===== config.mk =====
export PLATFORM = sky130hd
export DESIGN_NAME = fvn_div
export DESIGN_NICKNAME = d
export VERILOG_FILES = /design/src/hw/rtl/fractal_value_noise_assert.svh /design/src/hw/rtl/fvn_pkg.sv /design/src/hw/rtl/fvn_div.sv
export SDC_FILE = /design/constraint.sdc
export NUM_CORES = 1
export LEC_CHECK = 0
export BUFFER_PORTS_ARGS = -buffer_cell sky130_fd_sc_hd__buf_4
export CAP_MARGIN = 0
export CELL_PAD_IN_SITES_DETAIL_PLACEMENT = 2
export CELL_PAD_IN_SITES_GLOBAL_PLACEMENT = 2
export CORE_UTILIZATION = 47
export CTS_BUF_LIST = sky130_fd_sc_hd__clkbuf_4 sky130_fd_sc_hd__clkbuf_8
export DETAILED_ROUTE_END_ITERATION = 6
export PLACE_DENSITY_LB_ADDON = 0.1
export SKIP_LAST_GASP = 1
export SLEW_MARGIN = 10
export SYNTH_ARGS = -nofsm -noshare
export SYNTH_HDL_FRONTEND = slang
export SYNTH_SLANG_ARGS = --single-unit

===== constraint.sdc =====
create_clock -name clk -period 4.05 [get_ports clk]
set_clock_uncertainty 0.1 [all_clocks]
set_input_delay 0.405 -clock clk [delete_from_list [all_inputs] [get_ports clk]]
set_output_delay 0.405 -clock clk [all_outputs]
set_load 0.01 [all_outputs]

===== src/hw/rtl/fractal_value_noise_assert.svh =====
// ----------------------------------------------------------------------------
// Assertion macros for fractal_value_noise
// Concurrent checks clocked on clk and held off while rst_n is low.
// ----------------------------------------------------------------------------
`ifndef FRACTAL_VALUE_NOISE_ASSERT_SVH
`define FRACTAL_VALUE_NOISE_ASSERT_SVH
`ifndef SYNTHESIS
// Same-cycle implication check.
`define FVN_ASSERT_NOW(lbl, cond, res) \
    lbl: assert property (@(posedge clk) disable iff (!rst_n) (cond) |-> (res)) \
        else $error("fractal_value_noise: check failed");
// Next-cycle implication check.
`define FVN_ASSERT_NEXT(lbl, cond, res) \
    lbl: assert property (@(posedge clk) disable iff (!rst_n) (cond) |=> (res)) \
        else $error("fractal_value_noise: check failed");
`else
`define FVN_ASSERT_NOW(lbl, cond, res)
`define FVN_ASSERT_NEXT(lbl, cond, res)
`endif
`endif


===== src/hw/rtl/fvn_pkg.sv =====
// ----------------------------------------------------------------------------
// fvn_pkg
// Shared types, hash constants and register codes of the fractal noise block.
// ----------------------------------------------------------------------------
package fvn_pkg;

    // Avalanche hash constants.
    localparam logic [31:0] HASH_MUL_A = 32'h7feb352d;
    localparam logic [31:0] HASH_MUL_B = 32'h846ca68b;
    localparam logic [31:0] X_OFFSET   = 32'h9e3779b9;
    localparam logic [31:0] Z_OFFSET   = 32'h85ebca6b;

    // Per-octave seed steps.
    localparam int SEED_STEP_PLAIN = 131;
    localparam int SEED_STEP_RIDGE = 193;

    // Fixed-point formats of corner values and of the result.
    localparam int VAL_FRAC = 23;
    localparam int OUT_FRAC = 16;
    localparam int VAL_W    = VAL_FRAC + 1;
    localparam int QUOT_W   = OUT_FRAC + 1;
    localparam int OUT_W    = 18;
    localparam int OCT_W    = 5;

    // Register indexes.
    localparam logic [1:0] REG_SEED   = 2'd0;
    localparam logic [1:0] REG_OCTAVE = 2'd1;
    localparam logic [1:0] REG_RIDGE  = 2'd2;

    // Configuration seen by the octave cells and the divider.
    typedef struct packed {
        logic [31:0]      seed;
        logic             ridge;
        logic [OCT_W-1:0] octaves;
    } cfg_t;

    // Xor-shift steps of the hash.
    function automatic logic [31:0] fold16(input logic [31:0] v);
        return v ^ (v >> 16);
    endfunction

    function automatic logic [31:0] fold15(input logic [31:0] v);
        return v ^ (v >> 15);
    endfunction

endpackage


===== src/hw/rtl/fvn_div.sv =====
// ----------------------------------------------------------------------------
// fvn_div
// Normalizing divider: rounds |total| / ((2^K - 1) * 2^7) to nearest, one
// quotient bit per pipeline stage, then restores the sign.
// ----------------------------------------------------------------------------
module fvn_div #(
    parameter int ACC_W = 33,
    parameter int MAX_O = 8
) (
    input  logic                     clk,
    input  logic                     rst_n,
    input  logic                     en,
    input  fvn_pkg::cfg_t            cfg,
    input  logic                     in_valid,
    input  logic signed [ACC_W-1:0]  in_acc,
    output logic                     out_valid,
    output logic [fvn_pkg::OUT_W-1:0] out_value
);

    localparam int QW = fvn_pkg::QUOT_W;
    localparam int DW = MAX_O + fvn_pkg::VAL_FRAC - fvn_pkg::OUT_FRAC;
    localparam int CW = ACC_W + QW;
    localparam int SH = fvn_pkg::VAL_FRAC - fvn_pkg::OUT_FRAC;

    // Preparation: magnitude plus half the divisor.
    logic [DW-1:0]    d_next;
    logic [ACC_W-1:0] mag;
    logic             p_v_reg;
    logic [ACC_W-1:0] p_rem_reg;
    logic [DW-1:0]    p_d_reg;
    logic             p_neg_reg, p_zero_reg;

    always_comb
    begin
        d_next = ((DW'(1) << cfg.octaves) - DW'(1)) << SH;
        mag    = in_acc[ACC_W-1] ? ACC_W'(-in_acc) : ACC_W'(in_acc);
    end

    always_ff @(posedge clk or negedge rst_n)
    begin
        if (!rst_n)
        begin
            p_v_reg <= 1'b0;
        end
        else if (en)
        begin
            p_v_reg <= in_valid;
        end
    end

    always_ff @(posedge clk)
    begin
        if (en)
        begin
            p_rem_reg  <= mag + ACC_W'(d_next >> 1);
            p_d_reg    <= d_next;
            p_neg_reg  <= in_acc[ACC_W-1];
            p_zero_reg <= (cfg.octaves == '0);
        end
    end

    // Restoring stages, most significant quotient bit first.
    logic             s_v   [QW+1];
    logic [ACC_W-1:0] s_rem [QW+1];
    logic [DW-1:0]    s_d   [QW+1];
    logic [QW-1:0]    s_q   [QW+1];
    logic             s_neg [QW+1];
    logic             s_zero[QW+1];

    assign s_v[0]    = p_v_reg;
    assign s_rem[0]  = p_rem_reg;
    assign s_d[0]    = p_d_reg;
    assign s_q[0]    = '0;
    assign s_neg[0]  = p_neg_reg;
    assign s_zero[0] = p_zero_reg;

    for (genvar t = 0; t < QW; t++)
    begin : g_stage
        localparam int BIT = QW - 1 - t;
        logic [CW-1:0]    dsh;
        logic             ge;
        logic [ACC_W-1:0] rem_next;
        logic [QW-1:0]    q_next;
        logic             v_reg, neg_reg, zero_reg;
        logic [ACC_W-1:0] rem_reg;
        logic [DW-1:0]    d_reg;
        logic [QW-1:0]    q_reg;

        always_comb
        begin
            dsh      = CW'(s_d[t]) << BIT;
            ge       = CW'(s_rem[t]) >= dsh;
            rem_next = ge ? ACC_W'(CW'(s_rem[t]) - dsh) : s_rem[t];
            q_next   = s_q[t] | (QW'(ge) << BIT);
        end

        always_ff @(posedge clk or negedge rst_n)
        begin
            if (!rst_n)
            begin
                v_reg <= 1'b0;
            end
            else if (en)
            begin
                v_reg <= s_v[t];
            end
        end

        always_ff @(posedge clk)
        begin
            if (en)
            begin
                rem_reg  <= rem_next;
                d_reg    <= s_d[t];
                q_reg    <= q_next;
                neg_reg  <= s_neg[t];
                zero_reg <= s_zero[t];
            end
        end

        assign s_v[t+1]    = v_reg;
        assign s_rem[t+1]  = rem_reg;
        assign s_d[t+1]    = d_reg;
        assign s_q[t+1]    = q_reg;
        assign s_neg[t+1]  = neg_reg;
        assign s_zero[t+1] = zero_reg;
    end

    // Sign and the zero-octave case.
    logic [fvn_pkg::OUT_W-1:0] q_ext;
    assign q_ext     = fvn_pkg::OUT_W'(s_q[QW]);
    assign out_valid = s_v[QW];
    assign out_value = s_zero[QW] ? '0 : (s_neg[QW] ? -q_ext : q_ext);

endmodule


==> impl_metrics.ini, run 1 <==
[synth]
synth_cell_types = 73
yosysSeqAreaShare_pct = 67.1
synth_area_sq_um = 40300
synth_area_per_cell_sq_um = 13.5
ys.flop_type = edfxtp_1
synth_edf_count = 886
ys_async_sr_fraction_pct = 1.99
synth_seq_cells = 904
syn-num-nets = 3226
synth_cells = 2988
synth-warning-count = 0

[global_route]
grt_antenna_before_repair = 4
grt_usage_pct = 35.7
grt_pass1_wl_microns = 222000
grt_pass1_vias = 31561
grt.overflow.total = 0
grt_start_max_net_pins = 141

[job]
drv_cap = 0

[setup_path]
path_max_fanout = 15
worstPathRequired_ns = 4.55
max_stage_delay_ns = 0.58
crit_type = flop to flop
crit_path_top_delay_cell = or3_1
arrival_ns = 4.59
cp-end-kind = flop
cp_cell_sequence = inv_1 -> ha_1 -> nor2b_1 -> o21ai_0 -> a21oi_1 -> o21ai_0 -> a21oi_1 -> o31a_1 -> or3_1 -> buf_4 -> nor2_1 -> a21oi_1
crit_top_cell = a21oi_1
reg2reg_slack_ns = -0.03
reg2reg_from = g_stage[12].d_reg[8]
startpoint = g_stage[12].d_reg[8]
startpoint_type = flop

[routing]
drtPass1Iterations = 5
drtIter0Drc = 2176
routed_wl_microns = 155000
drc = 0
via_per_inst = 6.16
ant_nets = 0
num_vias = 28020
routedWlPerCell_microns = 34.1

[run_status]
failed_checks = setup timing
outcome = finished, violations left

[worst_hold_path]
hp-class = input pin to flop
holdCritStartpoint = in_acc[22]

[timing]
rsz0062_at_grt = yes
post-route-period-util_pct = 101
slew_viol_final = 0
fin_hold_ws_ns = 0.0769
tightest_slew_ns = 0.918
fmax_ghz = 0.245
finalHoldViolCount = 0
setup_viol = 2
relSlewSlack_pct = 38.2
setup_slack_ns = -0.0330
fin_crit_ns = 4.08

[clocking]
path_clk_slew_ns = 0.07
cts_tree = yes
cts.sinks = 904
cts_made_buffers = 154
cts_buffer_depth = 3
cts_root_buffer = clkbuf_8
htree_levels = 4
clk_latency_ns = 0.88

[final_layout]
final_util_pct = 54.3
mostFrequentLayoutCells = edfxtp_1, inv_1, nor2_1
drive_gt1_share_pct = 14.5
areaGrowthSynthToFinish_pct = 14.7
final_common_cell = edfxtp_1
largest_reg_flops = 528
nNetsFinal = 3520

[power_and_ir_drop]
leakagePower_nw = 16.9
vdd_ir_drop_max_mv = 0.366
switching_share_pct = 32.9
p_sw_w = 0.00874
internal_power_w = 0.0179
seqPwrFrac_pct = 49.0
pwr-share-comb_pct = 19.0
power.density_nw_per_um2 = 576
pwr-share-clk_pct = 32.0

[placement]
dp_hpwl_microns = 98400
io_buffers = 60
gp_congestion = 0.839

[die]
dieArea_sq_um = 87000
num_rows = 107
io_pins = 94
initial_core_util_pct = 47.4
die_h_microns = 295
core_area_sq_um = 85100
fp.dieW_microns = 295
worst max-delay path: cells and delay by family, from the launching register on:
kind | cells | cell delay (ns)
AO/OA/AOI/OAI | 6 | 1.57
AND/OR/NAND/NOR | 3 | 0.90
flip-flops | 1 | 0.52
buffers and inverters | 2 | 0.40
adder cells (fa/ha/maj) | 1 | 0.31
layer usage:
layer	up-vias	track usage, %	share of wire, %
li1	11628	-	-
met1	14479	36.3	34
met2	1347	66.4	54
met3	564	6.05	5.1
met4	2	24.4	7.3
met5	-	0	0.0090
cell type report:
type                    count  area (sq um)
diodes                      1          2.50
multi-input cells        1786         12300
repair buffers            185          1560
flip-flops and latches    904         27100
fillers                  7878         38900
well taps                1144          1430
clock buffers             214          2590
inverters                 251           942
clock inverters            63           349
cells by family (layout without fill, tap and decap cells):
| group | after synthesis | after routing | synth area share (%) |
|---|---|---|---|
| buf+inv | 298 | 713 | 2.84 |
| xor+xnor | 256 | 256 | 5.56 |
| fa+ha+maj | 163 | 163 | 5.37 |
| compound gates | 428 | 428 | 6.46 |
| mux | 35 | 35 | 0.955 |
| other cells | 0 | 1 | 0 |
| flops | 904 | 904 | 67.1 |
| simple gates | 904 | 904 | 11.7 |
cells in the mapped netlist, types with 5 or more instances:
master | number | area (sq um)
nor2_1 | 212 | 796
o21a_1 | 16 | 120
mux2_2 | 28 | 315
nand4_1 | 37 | 231
nand2b_1 | 47 | 294
nor3_1 | 69 | 345
and4b_1 | 5 | 50.1
nor4_1 | 90 | 563
or4_1 | 23 | 173
o21ai_0 | 165 | 826
xnor2_1 | 119 | 1040
a21o_1 | 15 | 113
nor4b_1 | 25 | 219
nand2_1 | 198 | 743
xor2_1 | 137 | 1200
mux2i_1 | 7 | 70.1
a211oi_1 | 9 | 67.6
a21oi_1 | 98 | 490
clkbuf_1 | 38 | 143
edfxtp_1 | 886 | 26600
a21boi_0 | 33 | 248
nor2b_1 | 47 | 294
nand4b_1 | 8 | 70.1
dfrtp_1 | 18 | 450
inv_1 | 251 | 942
o31ai_1 | 38 | 285
o41ai_1 | 13 | 114
or3_1 | 46 | 288
nor3b_1 | 5 | 37.5
nand3b_1 | 8 | 60.1
fa_1 | 17 | 340
ha_1 | 146 | 1830
nand3_1 | 35 | 175
a31oi_1 | 5 | 31.3
or2_2 | 16 | 100
power groups by stage:
stage	sequential, W	clock (W)	combinational [W]
global placement	0.0128	0	0.00389
CTS	0.0130	0.00860	0.00491
floorplan	0.0125	0	0.00280
global route	0.0131	0.00893	0.00531
detailed placement	0.0131	0	0.00448
finish	0.0131	0.00851	0.00505
path summary, 6_finish.rpt:
kind                                                end  cells past startpoint
worst max-delay path            g_stage[13].rem_reg[15]                     12
worst min-delay path                      p_rem_reg[22]                      3
worst max register to register  g_stage[13].rem_reg[15]                     12
worst min register to register     g_stage[7].q_reg[13]                      0
max in group asynchronous              g_stage[3].v_reg                      3
min in group asynchronous              g_stage[1].v_reg                      3
stage by stage:
| stage | total power [W] | instances | setup TNS [ns] | setup slack (ns) | area [sq um] |
|---|---|---|---|---|---|
| 2_1_floorplan | 0.0153 | 2988 | 0 | 0.0119 | 40300 |
| 3_5_place_dp | 0.0176 | 4232 | -7.93 | -0.655 | 42800 |
| 5_1_grt | 0.0273 | 4548 | -0.163 | -0.0586 | 46300 |
| 3_3_place_gp | 0.0167 | 4232 | -1.74 | -0.198 | 42800 |
| 4_1_cts | 0.0265 | 4542 | 0 | 0.00146 | 46100 |
| 6_report | 0.0266 | 4548 | -0.0550 | -0.0330 | 46300 |
repair_timing:
action	4_1_cts	5_1_grt
setup buffers	3	5
setup endpoints to repair	55	83
hold endpoints to repair	79	0
hold buffers	30	0
pin swaps	1	3
gates resized for setup	11	24
No activity file was read; power rests on OpenSTA's default activity.
==> inputs of run 2 (changes only) <==
==> constraint.sdc (replaced) <==
create_clock -name clk -period 4.05 [get_ports clk]
set_clock_uncertainty 0.1 [all_clocks]
set_input_delay 0 -clock clk [delete_from_list [all_inputs] [get_ports clk]]
set_output_delay 0 -clock clk [all_outputs]
set_load 0.01 [all_outputs]
==> run 2 against run 1 <==
Effect of this change: the run still ends with setup timing left; clock power is 7.6% higher; non-clock buffer count up 5; cell count up 0.11%; power increased by 3.5%; routed wire length increased by 9.4%; critical path depth rose by 4; worst hold slack worse by 0.050 ns; combinational power is 4.6% higher; flip-flop and latch count did not move; design area up 0.47%.
==> impl_metrics.ini, run 2 (synthesized netlist as in run 1, its figures left out) <==
[timing]
fin_crit_ns = 4.30
rsz0062_at_grt = yes
relSlewSlack_pct = 22.0
tightest_slew_ns = 1.16
fmax_ghz = 0.233
finalHoldViolCount = 0
post-route-period-util_pct = 106
setup_tns_ns = -0.843
slew_viol_final = 0
setup_slack_ns = -0.250
setup_viol = 10

[setup_path]
path_max_fanout = 6
cp-end-kind = flop
cp_cell_sequence = dlygate4sd3_1 -> buf_4 -> or4b_1 -> or3_4 -> o21ai_1 -> xnor2_1 -> ha_1 -> a21o_1 -> a21oi_1 -> o21ai_0 -> o21a_1 -> or2_2 -> a21oi_1 -> nor2_1 -> xor2_1 -> dlygate4sd3_1
worstPathRequired_ns = 4.55
reg2reg_from = g_stage[0].d_reg[13]
max_stage_delay_ns = 0.61
crit_type = input pin to flop
crit_path_top_delay_cell = or4b_1
reg2reg_slack_ns = -0.11
arrival_ns = 4.80
startpoint_type = input pin
r2r_cells = 11
r2r_end = g_stage[1].rem_reg[29]

[run_status]
outcome = finished, violations left
failed_checks = setup timing

[final_layout]
instances_no_fill = 4553
areaGrowthSynthToFinish_pct = 15.2
final_area_sq_um = 46500
mostFrequentLayoutCells = edfxtp_1, inv_1, nor2_1
nNetsFinal = 3526
final_common_cell = edfxtp_1
drive_gt1_share_pct = 13.3
largest_reg_flops = 528
fill_cells = 7911

[global_route]
grt_start_max_net_pins = 115
grt_usage_pct = 38.7
grt.overflow.total = 0
grt_antenna_before_repair = 7
grt_pass1_wl_microns = 239000
grt_pass1_vias = 32222

[routing]
via_per_inst = 6.35
num_vias = 28914
routedWlPerCell_microns = 37.2
drc = 0
drtIter0Drc = 3099
drtPass1Iterations = 5
routed_wl_microns = 170000
ant_nets = 0

[die]
num_rows = 107
fp.dieW_microns = 295
die_h_microns = 295
dieArea_sq_um = 87000
initial_core_util_pct = 47.4
io_pins = 94
core_area_sq_um = 85100

[clocking]
cts_made_buffers = 155
path_clk_slew_ns = 0.08
cts_tree = yes
cts_root_buffer = clkbuf_8
htree_levels = 4
cts.sinks = 904
clk_latency_ns = 0.91
cts_buffer_depth = 3

[worst_hold_path]
hp-class = input pin to flop
holdCritStartpoint = in_acc[1]
min_path_cells = 4
min_to = p_rem_reg[1]

[power_and_ir_drop]
finalPower_w = 0.0275
leakagePower_nw = 16.9
power.density_nw_per_um2 = 593
vdd_ir_drop_max_mv = 0.370

[placement]
dp_hpwl_microns = 96800
io_buffers = 60
gp_congestion = 0.835
placed_area_sq_um = 42500
dpl_worst_slack_ns = -0.327
placed_cells = 4193

[job]
drv_cap = 0
-- run 2: worst max-delay path by stage --
| stage | slack [ns] | from | depth (start not counted) | end |
|---|---|---|---|---|
| final | -0.25 | in_acc[3] | 16 | p_rem_reg[15] |
| after global placement | 0.21 | in_acc[1] | 13 | p_rem_reg[31] |
| after CTS | 0.005 | g_stage[12].rem_reg[18] | 9 | g_stage[13].rem_reg[14] |
| after global routing | -0.27 | in_acc[3] | 16 | p_rem_reg[15] |
| after detailed placement | -0.33 | cfg[4] | 19 | p_rem_reg[26] |
| after floorplan | 0.42 | in_acc[1] | 16 | p_rem_reg[23] |
-- run 2: layout make-up --
cell class | instances | area (sq um) | area share, %
sequential | 904 | 27100 | 58.2
antenna | 3 | 7.51 | 0.0162
inverter | 251 | 942 | 2.03
clock inverter | 57 | 374 | 0.805
clock buffer | 218 | 2630 | 5.65
multi-input combinational | 1786 | 12300 | 26.5
timing repair buffer | 190 | 1720 | 3.70
tap | 1144 | 1430 | 3.08
-- run 2: routing by layer --
layer	track usage (%)	up-vias	share of wire, %
met5	0	-	0.024
met4	29.4	6	8.7
met3	7.29	707	6.0
met2	69.5	1648	52
met1	40.0	14905	33
li1	-	11648	-
-- run 2: timing repair --
| item | 4_1_cts | 5_1_grt |
|---|---|---|
| pin swaps | 0 | 3 |
| setup buffers | 1 | 2 |
| hold buffers | 79 | 0 |
| endpoints found under the setup margin | 46 | 78 |
| endpoints found under the hold margin | 376 | 0 |
| resized for setup | 10 | 29 |
-- run 2: critical path, delay by kind of cell --
| family | cells | cell delay [ns] |
|---|---|---|
| AOI/OAI and AO/OA | 6 | 1.35 |
| xor gates and xnor gates | 2 | 0.37 |
| adders and majority gates | 1 | 0.37 |
| buffers and inverters | 3 | 1.29 |
| and+or+nand+nor | 4 | 1.42 |
-- run 2: report_power, final --
part | internal (W) | leakage (nW) | switching, W
sequential | 0.0118 | 8.71 | 0.00128
combinational | 0.00185 | 6.60 | 0.00343
clock | 0.00440 | 1.60 | 0.00476
-- run 2: through the flow --
step | hold slack (ns) | util (%)
after global routing | -0.0235 | 54.6
after floorplan | -0.396 | -
after global placement | -0.233 | 49.9
after detailed placement | -0.222 | 49.9
after CTS | 0.0113 | 54.4
final | 0.0273 | 54.6
